## src/rtl/core/snorm_pkg.sv

```systemverilog
// Package for the stick axis normalizer: default widths and the
// configuration register map. No dependencies.
`default_nettype none

package snorm_pkg;

    localparam int SAMPLE_BITS_DEF   = 16;
    localparam int FRACTION_BITS_DEF = 14;

    localparam int CFG_INDEX_BITS = 3;

    localparam logic [CFG_INDEX_BITS-1:0] REG_LOW_BOUND  = 3'd0;
    localparam logic [CFG_INDEX_BITS-1:0] REG_HIGH_BOUND = 3'd1;
    localparam logic [CFG_INDEX_BITS-1:0] REG_CENTER     = 3'd2;
    localparam logic [CFG_INDEX_BITS-1:0] REG_INVERT     = 3'd3;
    localparam logic [CFG_INDEX_BITS-1:0] REG_DEADBAND   = 3'd4;
    localparam logic [CFG_INDEX_BITS-1:0] REG_THROTTLE   = 3'd5;

endpackage

`default_nettype wire

```

## src/rtl/core/snorm_sample_if.sv

```systemverilog
// Input stream interface: one raw stick sample per word.
// Depends on snorm_pkg for the default width.
`default_nettype none

interface snorm_sample_if #(
    parameter int SAMPLE_BITS = snorm_pkg::SAMPLE_BITS_DEF
) ();
    logic                          valid;
    logic                          ready;
    logic signed [SAMPLE_BITS-1:0] raw_sample;

    modport source (output valid, output raw_sample, input ready);
    modport sink   (input valid, input raw_sample, output ready);
endinterface

`default_nettype wire

```

## src/rtl/core/snorm_result_if.sv

```systemverilog
// Output stream interface: one normalized Q value per word.
// Depends on snorm_pkg for the default width.
`default_nettype none

interface snorm_result_if #(
    parameter int FRACTION_BITS = snorm_pkg::FRACTION_BITS_DEF
) ();
    logic                            valid;
    logic                            ready;
    logic signed [FRACTION_BITS+1:0] normalized_value;

    modport source (output valid, output normalized_value, input ready);
    modport sink   (input valid, input normalized_value, output ready);
endinterface

`default_nettype wire

```

## src/rtl/core/snorm_div.sv

```systemverilog
// Pipelined restoring fractional divider, one quotient bit per stage.
// Computes (num << FRACTION_BITS) / den for num <= den. Depends on snorm_pkg for the default widths.
`default_nettype none

module snorm_div #(
    parameter int SAMPLE_BITS   = snorm_pkg::SAMPLE_BITS_DEF,
    parameter int FRACTION_BITS = snorm_pkg::FRACTION_BITS_DEF
) (
    input  wire logic                     clk,
    input  wire logic                     rst_n,
    input  wire logic                     in_valid,
    output logic                          in_ready,
    input  wire logic [SAMPLE_BITS-1:0]   in_num,
    input  wire logic [SAMPLE_BITS-1:0]   in_den,
    input  wire logic                     in_neg,
    output logic                          out_valid,
    input  wire logic                     out_ready,
    output logic [FRACTION_BITS:0]        out_quot,
    output logic                          out_neg
);

    localparam int S      = SAMPLE_BITS;
    localparam int F      = FRACTION_BITS;
    localparam int STAGES = F + 1;
    localparam logic [F:0] ONE_Q = {1'b1, {F{1'b0}}};

    logic [STAGES-1:0] v_reg;
    logic [STAGES-1:0] neg_reg;
    logic [S-1:0]      r_reg   [STAGES];
    logic [S-1:0]      den_reg [STAGES];
    logic [F:0]        q_reg   [STAGES];
    logic [STAGES:0]   adv;

    always_comb
    begin
        adv[STAGES] = out_ready;
        for (int k = STAGES - 1; k >= 0; k--)
        begin
            adv[k] = !v_reg[k] || adv[k+1];
        end
    end

    genvar k;
    generate
        for (k = 0; k < STAGES; k++)
        begin : g_stage
            logic         src_valid;
            logic         src_neg;
            logic [S-1:0] src_den;
            logic [S:0]   trial;
            logic [S+1:0] diff;
            logic         ge;
            logic [S-1:0] r_next;
            logic [F:0]   q_next;

            if (k == 0)
            begin : g_first
                assign src_valid = in_valid;
                assign src_neg   = in_neg;
                assign src_den   = in_den;
                assign trial     = {1'b0, in_num};
                assign q_next    = {{F{1'b0}}, ge};
            end
            else
            begin : g_rest
                assign src_valid = v_reg[k-1];
                assign src_neg   = neg_reg[k-1];
                assign src_den   = den_reg[k-1];
                assign trial     = {r_reg[k-1], 1'b0};
                assign q_next    = {q_reg[k-1][F-1:0], ge};
            end

            assign diff   = {1'b0, trial} - {2'b00, src_den};
            assign ge     = !diff[S+1];
            assign r_next = ge ? diff[S-1:0] : trial[S-1:0];

            always_ff @(posedge clk or negedge rst_n)
            begin
                if (!rst_n)
                begin
                    v_reg[k] <= 1'b0;
                end
                else if (adv[k])
                begin
                    v_reg[k] <= src_valid;
                end
            end

            always_ff @(posedge clk)
            begin
                if (adv[k] && src_valid)
                begin
                    r_reg[k]   <= r_next;
                    den_reg[k] <= src_den;
                    q_reg[k]   <= q_next;
                    neg_reg[k] <= src_neg;
                end
            end
        end
    endgenerate

    assign in_ready  = adv[0];
    assign out_valid = v_reg[STAGES-1];
    assign out_quot  = q_reg[STAGES-1];
    assign out_neg   = neg_reg[STAGES-1];

    a_quot_range: assert property (@(posedge clk) disable iff (!rst_n)
        out_valid |-> out_quot <= ONE_Q)
        else $error("quotient above one");

    a_rem_below_den: assert property (@(posedge clk) disable iff (!rst_n)
        v_reg[0] |-> r_reg[0] < den_reg[0])
        else $error("first stage remainder not below divisor");

    a_hold_on_stall: assert property (@(posedge clk) disable iff (!rst_n)
        (out_valid && !out_ready) |=>
            out_valid && $stable(out_quot) && $stable(out_neg))
        else $error("output word changed while stalled");

endmodule

`default_nettype wire

```

## src/rtl/core/stick_axis_normalizer.sv

```systemverilog
// Pipeline from accepted sample to result word: clamp, offset/span select,
// one divider stage per quotient bit, then deadband/invert/clamp into the
// output register.
// Throughput: one word per cycle unless the result stream stalls; every stage advances on its own ready.
// Reset clears all valid bits and loads the register reset values.
`default_nettype none

module stick_axis_normalizer #(
    parameter int SAMPLE_BITS   = snorm_pkg::SAMPLE_BITS_DEF,
    parameter int FRACTION_BITS = snorm_pkg::FRACTION_BITS_DEF,
    parameter int CFG_W = (SAMPLE_BITS > FRACTION_BITS + 1) ? SAMPLE_BITS : FRACTION_BITS + 1
) (
    input  wire logic                                    clk,
    input  wire logic                                    rst_n,
    snorm_sample_if.sink                                 sample,
    snorm_result_if.source                               result,
    input  wire logic                                    cfg_wr_en,
    input  wire logic [snorm_pkg::CFG_INDEX_BITS-1:0]    cfg_index,
    input  wire logic [CFG_W-1:0]                        cfg_wr_data
);

    localparam int S = SAMPLE_BITS;
    localparam int F = FRACTION_BITS;
    localparam logic [F:0]   ONE_Q   = {1'b1, {F{1'b0}}};
    localparam logic [S-1:0] DEN_ONE = {{(S-1){1'b0}}, 1'b1};

    // configuration registers
    logic signed [S-1:0] low_reg;
    logic signed [S-1:0] high_reg;
    logic signed [S-1:0] center_reg;
    logic                invert_reg;
    logic [F:0]          deadband_reg;
    logic                throttle_reg;

    always_ff @(posedge clk or negedge rst_n)
    begin
        if (!rst_n)
        begin
            low_reg      <= {1'b1, {(S-1){1'b0}}};
            high_reg     <= {1'b0, {(S-1){1'b1}}};
            center_reg   <= '0;
            invert_reg   <= 1'b0;
            deadband_reg <= '0;
            throttle_reg <= 1'b0;
        end
        else if (cfg_wr_en)
        begin
            unique case (cfg_index)
                snorm_pkg::REG_LOW_BOUND:  low_reg      <= cfg_wr_data[S-1:0];
                snorm_pkg::REG_HIGH_BOUND: high_reg     <= cfg_wr_data[S-1:0];
                snorm_pkg::REG_CENTER:     center_reg   <= cfg_wr_data[S-1:0];
                snorm_pkg::REG_INVERT:     invert_reg   <= cfg_wr_data[0];
                snorm_pkg::REG_DEADBAND:   deadband_reg <= cfg_wr_data[F:0];
                snorm_pkg::REG_THROTTLE:   throttle_reg <= cfg_wr_data[0];
                default: ;
            endcase
        end
    end

    // ordered bounds, clamped center; user keeps them static while words are in flight (not enforced)
    logic signed [S-1:0] lo;
    logic signed [S-1:0] hi;
    logic signed [S-1:0] ctr;

    always_comb
    begin
        lo  = (low_reg < high_reg) ? low_reg : high_reg;
        hi  = (low_reg < high_reg) ? high_reg : low_reg;
        ctr = (center_reg < lo) ? lo : ((center_reg > hi) ? hi : center_reg);
    end

    // handshake chain
    logic div_in_ready;
    logic div_out_valid;
    logic v1_reg;
    logic v2_reg;
    logic vf_reg;
    logic rdy1;
    logic rdy2;
    logic rdyf;

    assign rdyf         = !vf_reg || result.ready;
    assign rdy2         = !v2_reg || div_in_ready;
    assign rdy1         = !v1_reg || rdy2;
    assign sample.ready = rdy1;

    // stage 1: clamp sample
    logic signed [S-1:0] x1_reg;
    logic signed [S-1:0] x1_next;

    always_comb
    begin
        if (sample.raw_sample < lo)
            x1_next = lo;
        else if (sample.raw_sample > hi)
            x1_next = hi;
        else
            x1_next = sample.raw_sample;
    end

    always_ff @(posedge clk or negedge rst_n)
    begin
        if (!rst_n)
        begin
            v1_reg <= 1'b0;
        end
        else if (rdy1)
        begin
            v1_reg <= sample.valid;
        end
    end

    always_ff @(posedge clk)
    begin
        if (rdy1 && sample.valid)
        begin
            x1_reg <= x1_next;
        end
    end

    // stage 2: pick numerator, span and side
    logic [S-1:0] num2_reg;
    logic [S-1:0] den2_reg;
    logic         neg2_reg;
    logic [S-1:0] num2_next;
    logic [S-1:0] den2_next;
    logic         neg2_next;
    logic [S:0]   num_full;
    logic [S:0]   den_full;

    always_comb
    begin
        if (throttle_reg)
        begin
            num_full  = {x1_reg[S-1], x1_reg} - {lo[S-1], lo};
            den_full  = {hi[S-1], hi} - {lo[S-1], lo};
            neg2_next = 1'b0;
        end
        else if (x1_reg >= ctr)
        begin
            num_full  = {x1_reg[S-1], x1_reg} - {ctr[S-1], ctr};
            den_full  = {hi[S-1], hi} - {ctr[S-1], ctr};
            neg2_next = 1'b0;
        end
        else
        begin
            num_full  = {ctr[S-1], ctr} - {x1_reg[S-1], x1_reg};
            den_full  = {ctr[S-1], ctr} - {lo[S-1], lo};
            neg2_next = 1'b1;
        end
        num2_next = num_full[S-1:0];
        den2_next = (den_full[S-1:0] == '0) ? DEN_ONE : den_full[S-1:0];
    end

    always_ff @(posedge clk or negedge rst_n)
    begin
        if (!rst_n)
        begin
            v2_reg <= 1'b0;
        end
        else if (rdy2)
        begin
            v2_reg <= v1_reg;
        end
    end

    always_ff @(posedge clk)
    begin
        if (rdy2 && v1_reg)
        begin
            num2_reg <= num2_next;
            den2_reg <= den2_next;
            neg2_reg <= neg2_next;
        end
    end

    // divider
    logic [F:0] div_quot;
    logic       div_neg;

    snorm_div #(
        .SAMPLE_BITS   (S),
        .FRACTION_BITS (F)
    ) u_div (
        .clk       (clk),
        .rst_n     (rst_n),
        .in_valid  (v2_reg),
        .in_ready  (div_in_ready),
        .in_num    (num2_reg),
        .in_den    (den2_reg),
        .in_neg    (neg2_reg),
        .out_valid (div_out_valid),
        .out_ready (rdyf),
        .out_quot  (div_quot),
        .out_neg   (div_neg)
    );

    // final stage: deadband, invert, clamp; throttle mode only inverts
    logic signed [F+1:0] value_reg;
    logic signed [F+1:0] value_next;
    logic [F:0]          mag;
    logic                neg;

    always_comb
    begin
        mag = div_quot;
        neg = div_neg ^ invert_reg;
        if (mag < deadband_reg)
            mag = '0;
        if (mag > ONE_Q)
            mag = ONE_Q;
        if (throttle_reg)
        begin
            if (invert_reg)
                value_next = {1'b0, ONE_Q} - {1'b0, div_quot};
            else
                value_next = {1'b0, div_quot};
        end
        else if (neg)
        begin
            value_next = -{1'b0, mag};
        end
        else
        begin
            value_next = {1'b0, mag};
        end
    end

    always_ff @(posedge clk or negedge rst_n)
    begin
        if (!rst_n)
        begin
            vf_reg <= 1'b0;
        end
        else if (rdyf)
        begin
            vf_reg <= div_out_valid;
        end
    end

    always_ff @(posedge clk)
    begin
        if (rdyf && div_out_valid)
        begin
            value_reg <= value_next;
        end
    end

    assign result.valid            = vf_reg;
    assign result.normalized_value = value_reg;

    a_num_le_den: assert property (@(posedge clk) disable iff (!rst_n)
        v2_reg |-> (num2_reg <= den2_reg) && (den2_reg != '0))
        else $error("offset exceeds span or span is zero");

    a_centered_range: assert property (@(posedge clk) disable iff (!rst_n)
        (vf_reg && !throttle_reg) |->
            (value_reg <= $signed({1'b0, ONE_Q})) && (value_reg >= -$signed({1'b0, ONE_Q})))
        else $error("centered result out of range");

    a_throttle_range: assert property (@(posedge clk) disable iff (!rst_n)
        (vf_reg && throttle_reg) |->
            !value_reg[F+1] && (value_reg <= $signed({1'b0, ONE_Q})))
        else $error("throttle result out of range");

endmodule

`default_nettype wire

```

## src/flat_wrapper.sv

```systemverilog
// flat-port wrapper written by rule: the top's interface ports become plain ports
module stick_axis_normalizer_flat 
#(
    parameter int SAMPLE_BITS   = snorm_pkg::SAMPLE_BITS_DEF,
    parameter int FRACTION_BITS = snorm_pkg::FRACTION_BITS_DEF,
    parameter int CFG_W = (SAMPLE_BITS > FRACTION_BITS + 1) ? SAMPLE_BITS : FRACTION_BITS + 1
)
  (clk, rst_n, cfg_wr_en, cfg_index, cfg_wr_data, sample_valid, sample_raw_sample, sample_ready, result_valid, result_normalized_value, result_ready);
  snorm_sample_if #(.SAMPLE_BITS(SAMPLE_BITS)) sample_i ();
  snorm_result_if #(.FRACTION_BITS(FRACTION_BITS)) result_i ();
  input  wire logic clk;
  input  wire logic rst_n;
  input  wire logic cfg_wr_en;
  input  wire logic [snorm_pkg::CFG_INDEX_BITS-1:0] cfg_index;
  input  wire logic [CFG_W-1:0] cfg_wr_data;
  input wire logic [$bits(sample_i.valid)-1:0] sample_valid;
  input wire logic [$bits(sample_i.raw_sample)-1:0] sample_raw_sample;
  output wire logic [$bits(sample_i.ready)-1:0] sample_ready;
  output wire logic [$bits(result_i.valid)-1:0] result_valid;
  output wire logic [$bits(result_i.normalized_value)-1:0] result_normalized_value;
  input wire logic [$bits(result_i.ready)-1:0] result_ready;
  assign sample_i.valid = sample_valid;
  assign sample_i.raw_sample = sample_raw_sample;
  assign sample_ready = sample_i.ready;
  assign result_valid = result_i.valid;
  assign result_normalized_value = result_i.normalized_value;
  assign result_i.ready = result_ready;
  stick_axis_normalizer #(.SAMPLE_BITS(SAMPLE_BITS), .FRACTION_BITS(FRACTION_BITS), .CFG_W(CFG_W)) u_core (.clk(clk), .rst_n(rst_n), .sample(sample_i), .result(result_i), .cfg_wr_en(cfg_wr_en), .cfg_index(cfg_index), .cfg_wr_data(cfg_wr_data));
endmodule
```

## config.mk

```make
export PLATFORM = sky130hd
export DESIGN_NAME = stick_axis_normalizer_flat
export DESIGN_NICKNAME = d
export VERILOG_FILES = /design/src/rtl/core/snorm_pkg.sv /design/src/rtl/core/snorm_sample_if.sv /design/src/rtl/core/snorm_result_if.sv /design/src/rtl/core/snorm_div.sv /design/src/rtl/core/stick_axis_normalizer.sv /design/src/flat_wrapper.sv
export SDC_FILE = /design/constraint.sdc
export NUM_CORES = 2
export LEC_CHECK = 0
export BUFFER_PORTS_ARGS = -buffer_cell sky130_fd_sc_hd__buf_2
export CAP_MARGIN = 20
export CORE_MARGIN = 4
export CORE_UTILIZATION = 31
export CTS_CLUSTER_SIZE = 14
export DETAILED_ROUTE_END_ITERATION = 8
export GPL_ROUTABILITY_DRIVEN = 0
export GPL_TIMING_DRIVEN = 0
export PLACE_DENSITY = 0.57
export SYNTH_ARGS = -nofsm -noshare
export SYNTH_HDL_FRONTEND = slang
export SYNTH_SLANG_ARGS = --single-unit
```

## constraint.sdc

```tcl
create_clock -name clk -period 31.8 [get_ports clk]
set_input_delay 6.36 -clock clk [delete_from_list [all_inputs] [get_ports clk]]
set_output_delay 6.36 -clock clk [all_outputs]
set_load 0.05 [all_outputs]
```

* Word level (Yosys, flattened, before mapping)
Memories as Yosys holds them, arrays and structs flattened. Index checks and enable logic that the tools add are counted.
Word-level totals: input bits 40, logic and storage cells 222, RAM bits 705, output and inout port bits 18, bits in registers 163, memories 3
Operators by class: add/subtract/negate cells 23, mux-type cells 61, bitwise gates (word level) 1, order comparisons 8, reductions and logical operators 77, equality and inequality tests 5
Memory list:
- u_core.u_div.den_reg | words 15, bits a word 16, read ports 14, clocked after memory_dff 0, write ports 15, RTL line snorm_div.sv:30 | logic [S-1:0] den_reg [STAGES];
- u_core.u_div.r_reg | words 15, bits a word 16, read ports 14, clocked after memory_dff 0, write ports 15, RTL line snorm_div.sv:29 | logic [S-1:0] r_reg [STAGES];
- u_core.u_div.q_reg | words 15, bits a word 15, read ports 15, clocked after memory_dff 0, write ports 15, RTL line snorm_div.sv:31 | logic [F:0] q_reg [STAGES];
Operator list (number):
- 16-bit 2-to-1 mux | 28
- 17-bit by 16-bit subtractor with 18-bit output | 14
- 16-bit subtractor | 6
- 16-bit less-than comparator | 3
- 1-bit logical NOT | 33
- 16-bit greater-than comparator | 2
- 1-bit 2-to-1 mux | 31
- 15-bit 2-to-1 mux | 2
- 1-bit logical AND | 18
- 1-bit logical OR | 18
- 16-bit by 16-bit subtractor with 17-bit output | 1
- 16-bit greater-or-equal comparator | 1
- 16-bit logical NOT | 1
- 15-bit negator with 16-bit output | 1
- 15-bit by 15-bit subtractor with 16-bit output (first input constant) | 1
- 15-bit greater-than comparator (second input constant) | 1
- 15-bit less-than comparator | 1
- 2-bit AND reduction | 6
- 3-bit by 2-bit equality test with 1-bit output (second input constant) | 2
- 3-bit equality test (second input constant) | 2
- 3-bit by 1-bit equality test with 1-bit output (second input constant) | 1
- 3-bit logical NOT | 1
- 1-bit XOR | 1

* Longest topological paths before layout
depth in word-level cells 20, gate-level depth with buffers 44

* By module
From an unflattened synthesis, not the netlist that was laid out.
Second synthesis, totals: cells, all modules 4257, area, all modules 45497.4 um^2
By module, submodules not included:
- snorm_div | cells an instance 2573, instances 1, area each 31506.5 um^2
- stick_axis_normalizer | cells an instance 1684, instances 1, area each 13990.9 um^2

* Worst setup path after synthesis
No wires, ideal clock.
path type input-to-output, start point in result_ready, end point out sample_ready, data required time 25.440 ns, buffers on the path 0, arrival 8.342 ns, stages on the path 9, setup slack 17.098 ns, cells stage by stage nor2b_1 > nand3_1 > nor2_1 > nand2_1 > nor3_1 > and3_1 > nand3_1 > nor2_1 > nand4_1
On the way: longest elaborated chain between the ends 18
RTL lines:
- start, declared | RTL line flat_wrapper.sv:21 | input wire logic [$bits(result_i.ready)-1:0] result_ready;
- 1-bit logical OR | RTL line stick_axis_normalizer.sv:82 | assign rdyf = !vf_reg || result.ready;
- 1-bit logical OR (15 in series) | RTL line snorm_div.sv:39 | adv[k] = !v_reg[k] || adv[k+1];
- 1-bit logical OR | RTL line stick_axis_normalizer.sv:83 | assign rdy2 = !v2_reg || div_in_ready;
- 1-bit logical OR | RTL line stick_axis_normalizer.sv:84 | assign rdy1 = !v1_reg || rdy2;
- end, declared | RTL line flat_wrapper.sv:18 | output wire logic [$bits(sample_i.ready)-1:0] sample_ready;
No other way between the ends.

* Worst setup path after layout
Same ends and word-level chain as after synthesis.

==> reports/metrics.cfg <==
[finish]
fillers = 13900
nets = 4777
syn2layout_area_growth_pct = 13.2
layout_commonest_cell = edfxtp_1
regArea_mm2 = 0.0216
layout_common_cells = edfxtp_1 (648), inv_1 (478), ha_1 (393)
multi_input_comb_area_mm2 = 0.0202
final_area_mm2 = 0.0497
drive_gt1_share_pct = 7.68

[clock_network]
clk_path_buf_depth = 3
htreeDepth = 3
root_buffer = clkbuf_16
cts-buffers-inserted = 79
clkTransAtPathRegs_ns = 0.06
clk-insertion-delay-late_ns = 0.66
cts-resized-gates = 0
cts_tree = done
cts_setup_buffers = 0
cts-hold-fix-buffers = 0
clock_sinks = 731

[placed_design]
port_buffers = 57
dpl-instance-area_mm2 = 0.0469
dpl_worst_slack_ns = 15.24
hpwl_um = 79800

[timing]
final.setup.tns_ns = 0
max_slew_margin_pct = 15.8
slew_violations = 0
layout_setup_ws_ns = 15.17
worstMarginPinSlew_ns = 1.25
setup_viol = 0
rsz0062_at_grt = false
hold_viol = 0
finClkSkew_ns = 0.0454
fin_crit_sh_pct = 52.3
finalCriticalPeriod_ns = 16.63
max_freq_ghz = 0.0601
hold_slack_ns = 0.395

[drt]
drt_wl_total_um = 103000
via_per_inst = 4.91
drtIter0Drc = 2317
drc = 0
dr.pass1.iters = 6
wl_per_cell_um = 16.4
vias = 30800
antenna_left = 0

[floorplan]
start_util_pct = 31.3
die_y_um = 384
num_rows = 137
core-area_mm2 = 0.140
ios = 58
die_area_mm2 = 0.148
die_w_um = 384

[setup_path]
crit_required_ns = 25.44
endpoint = sample_ready
critical_path.max_fanout = 5
crit_type = primary input to output pin
r2r-end = u_core.den2_reg[0]$_SDFFCE_PN1P_
cp.arrival_ns = 10.27
rr_startpoint = u_core.high_reg[7]$_DFFE_PN1P_
endpoint_kind = output pin
startpoint = result_ready
crit_path_start_kind = primary input
r2r_slack_ns = 17.85
reg2reg_depth = 36

[logic_synthesis]
synthDistinctLibCells = 75
syn_inst = 4165
ys_seq_area_share_pct = 49.1
synthArstFlopShare_pct = 11.4
synth_edf_count = 648
syn_area_mm2 = 0.0439
synthFlopType = edfxtp_1
yosys_warnings = 0
syn_nets = 4617
synth-seq-cells = 731
avgSynthCellArea_um2 = 10.5

[global_routing]
grt_first_pass_wirelength_um = 165000
first_global_vias = 30600
antenna_found_initial = 4
grt_util_all_layers_pct = 13.8
grt_start_max_net_pins = 50
grt_overflow = 0

[status]
status = finished clean

[run]
drv_cap = 0

[min_path]
worstHoldPathType = flop to flop

metal layers:
| metal | share of wire, % | vias to the layer above | GRT usage, % |
|---|---|---|---|
| met2 | 48 | 659 | 23.8 |
| met3 | 5.3 | 162 | 2.49 |
| met4 | 2.3 | 0 | 3.48 |
| met5 | 0 | - | 0 |
| met1 | 44 | 14700 | 17.9 |
| li1 | - | 15300 | - |
worst max-delay path, stage by stage:
cell and delay [ns]:
buf_2 0.10, nor2b_1 0.80, nand3_1 0.25, nor2_1 0.40
nand2_1 0.16, nor3_1 0.49, and3_1 0.42, nand3_1 0.14
nor2_1 0.63, nand4_1 0.24, buf_2 0.27
how the worst min path moves through the flow:
stage / start / to / slack (ns) / cells past startpoint
after floorplan: u_core.u_div.g_stage[9].src_neg$_DFFE_PP_ / u_core.u_div.g_stage[10].src_neg$_DFFE_PP_ / 0.40 / 0
after global routing: u_core.u_div.q_reg[1][1]$_DFFE_PP_ / u_core.u_div.q_reg[1][17]$_DFFE_PP_ / 0.42 / 0
final: u_core.u_div.q_reg[1][22]$_DFFE_PP_ / u_core.u_div.q_reg[1][38]$_DFFE_PP_ / 0.39 / 0
after global placement: u_core.u_div.g_stage[1].src_neg$_DFFE_PP_ / u_core.u_div.g_stage[2].src_neg$_DFFE_PP_ / 0.40 / 0
after detailed placement: u_core.u_div.g_stage[10].src_neg$_DFFE_PP_ / u_core.u_div.g_stage[11].src_neg$_DFFE_PP_ / 0.40 / 0
after CTS: u_core.u_div.q_reg[1][22]$_DFFE_PP_ / u_core.u_div.q_reg[1][38]$_DFFE_PP_ / 0.40 / 0
synthesized netlist by cell type, types with 5 or more instances:
cell      instances  area (µm²)
nand2b_1         55         344
o311a_1          16         160
nor4_1           17         106
edfxtp_1        648       19500
a211oi_1         35         263
nor2b_1          67         419
a211o_1          14         123
buf_1             7        26.3
or3_1            38         238
o221ai_1          6        52.6
o211ai_1         16         120
dfstp_2          16         420
nand3_1          66         330
o31a_1           12         105
a21oi_1         305        1530
xnor2_1         171        1500
ha_1            393        4920
mux2i_1          95         951
a41o_1            6        60.1
fa_1             19         380
or4_1            24         180
o21bai_1         15         113
o31ai_1          22         165
or2_2            31         194
nor2_1          286        1070
nor3_1           43         215
nand2_1         304        1140
dfrtp_1          67        1680
o21a_1           53         398
mux2_2           41         462
nand4_1          22         138
a22oi_1           5        37.5
a31oi_1          28         175
a31o_2           13         114
a21boi_0         93         698
o22ai_1           7        43.8
clkbuf_1         92         345
a221o_1           8        80.1
and2_1           29         181
a21o_1           65         488
inv_1           478        1790
and3_1           16         100
and4_1            6        52.6
xor2_1           56         490
o21ai_0         307        1540
layout make-up:
type,count,area share (%)
plain buffers,102,0.804
multi-input cells,2854,40.7
inverters,478,3.61
well taps,1876,4.73
clock buffers,96,4.34
diodes,1,0.00504
repair buffers,79,1.26
clock inverters,46,1.14
flip-flops and latches,731,43.4
stage by stage:
stage               instances  utilization, %
finish                   6263            35.5
global route             6262            35.5
detailed placement       6117            33.5
CTS                      6259            35.4
global placement         6098            33.2
floorplan                4165               -
logic make-up after synthesis:
logic type,share of synthesized area [%]
AO/OA/AOI/OAI,14.9
AND/OR/NAND/NOR,11.2
flip-flops,49.1
buffers and inverters,5.00
adder cells (fa/ha/maj),12.1
XOR/XNOR,4.53
multiplexers,3.22
Power is not shown: default switching activity piles up to over one toggle a cycle in this logic, so the estimate is an artifact.
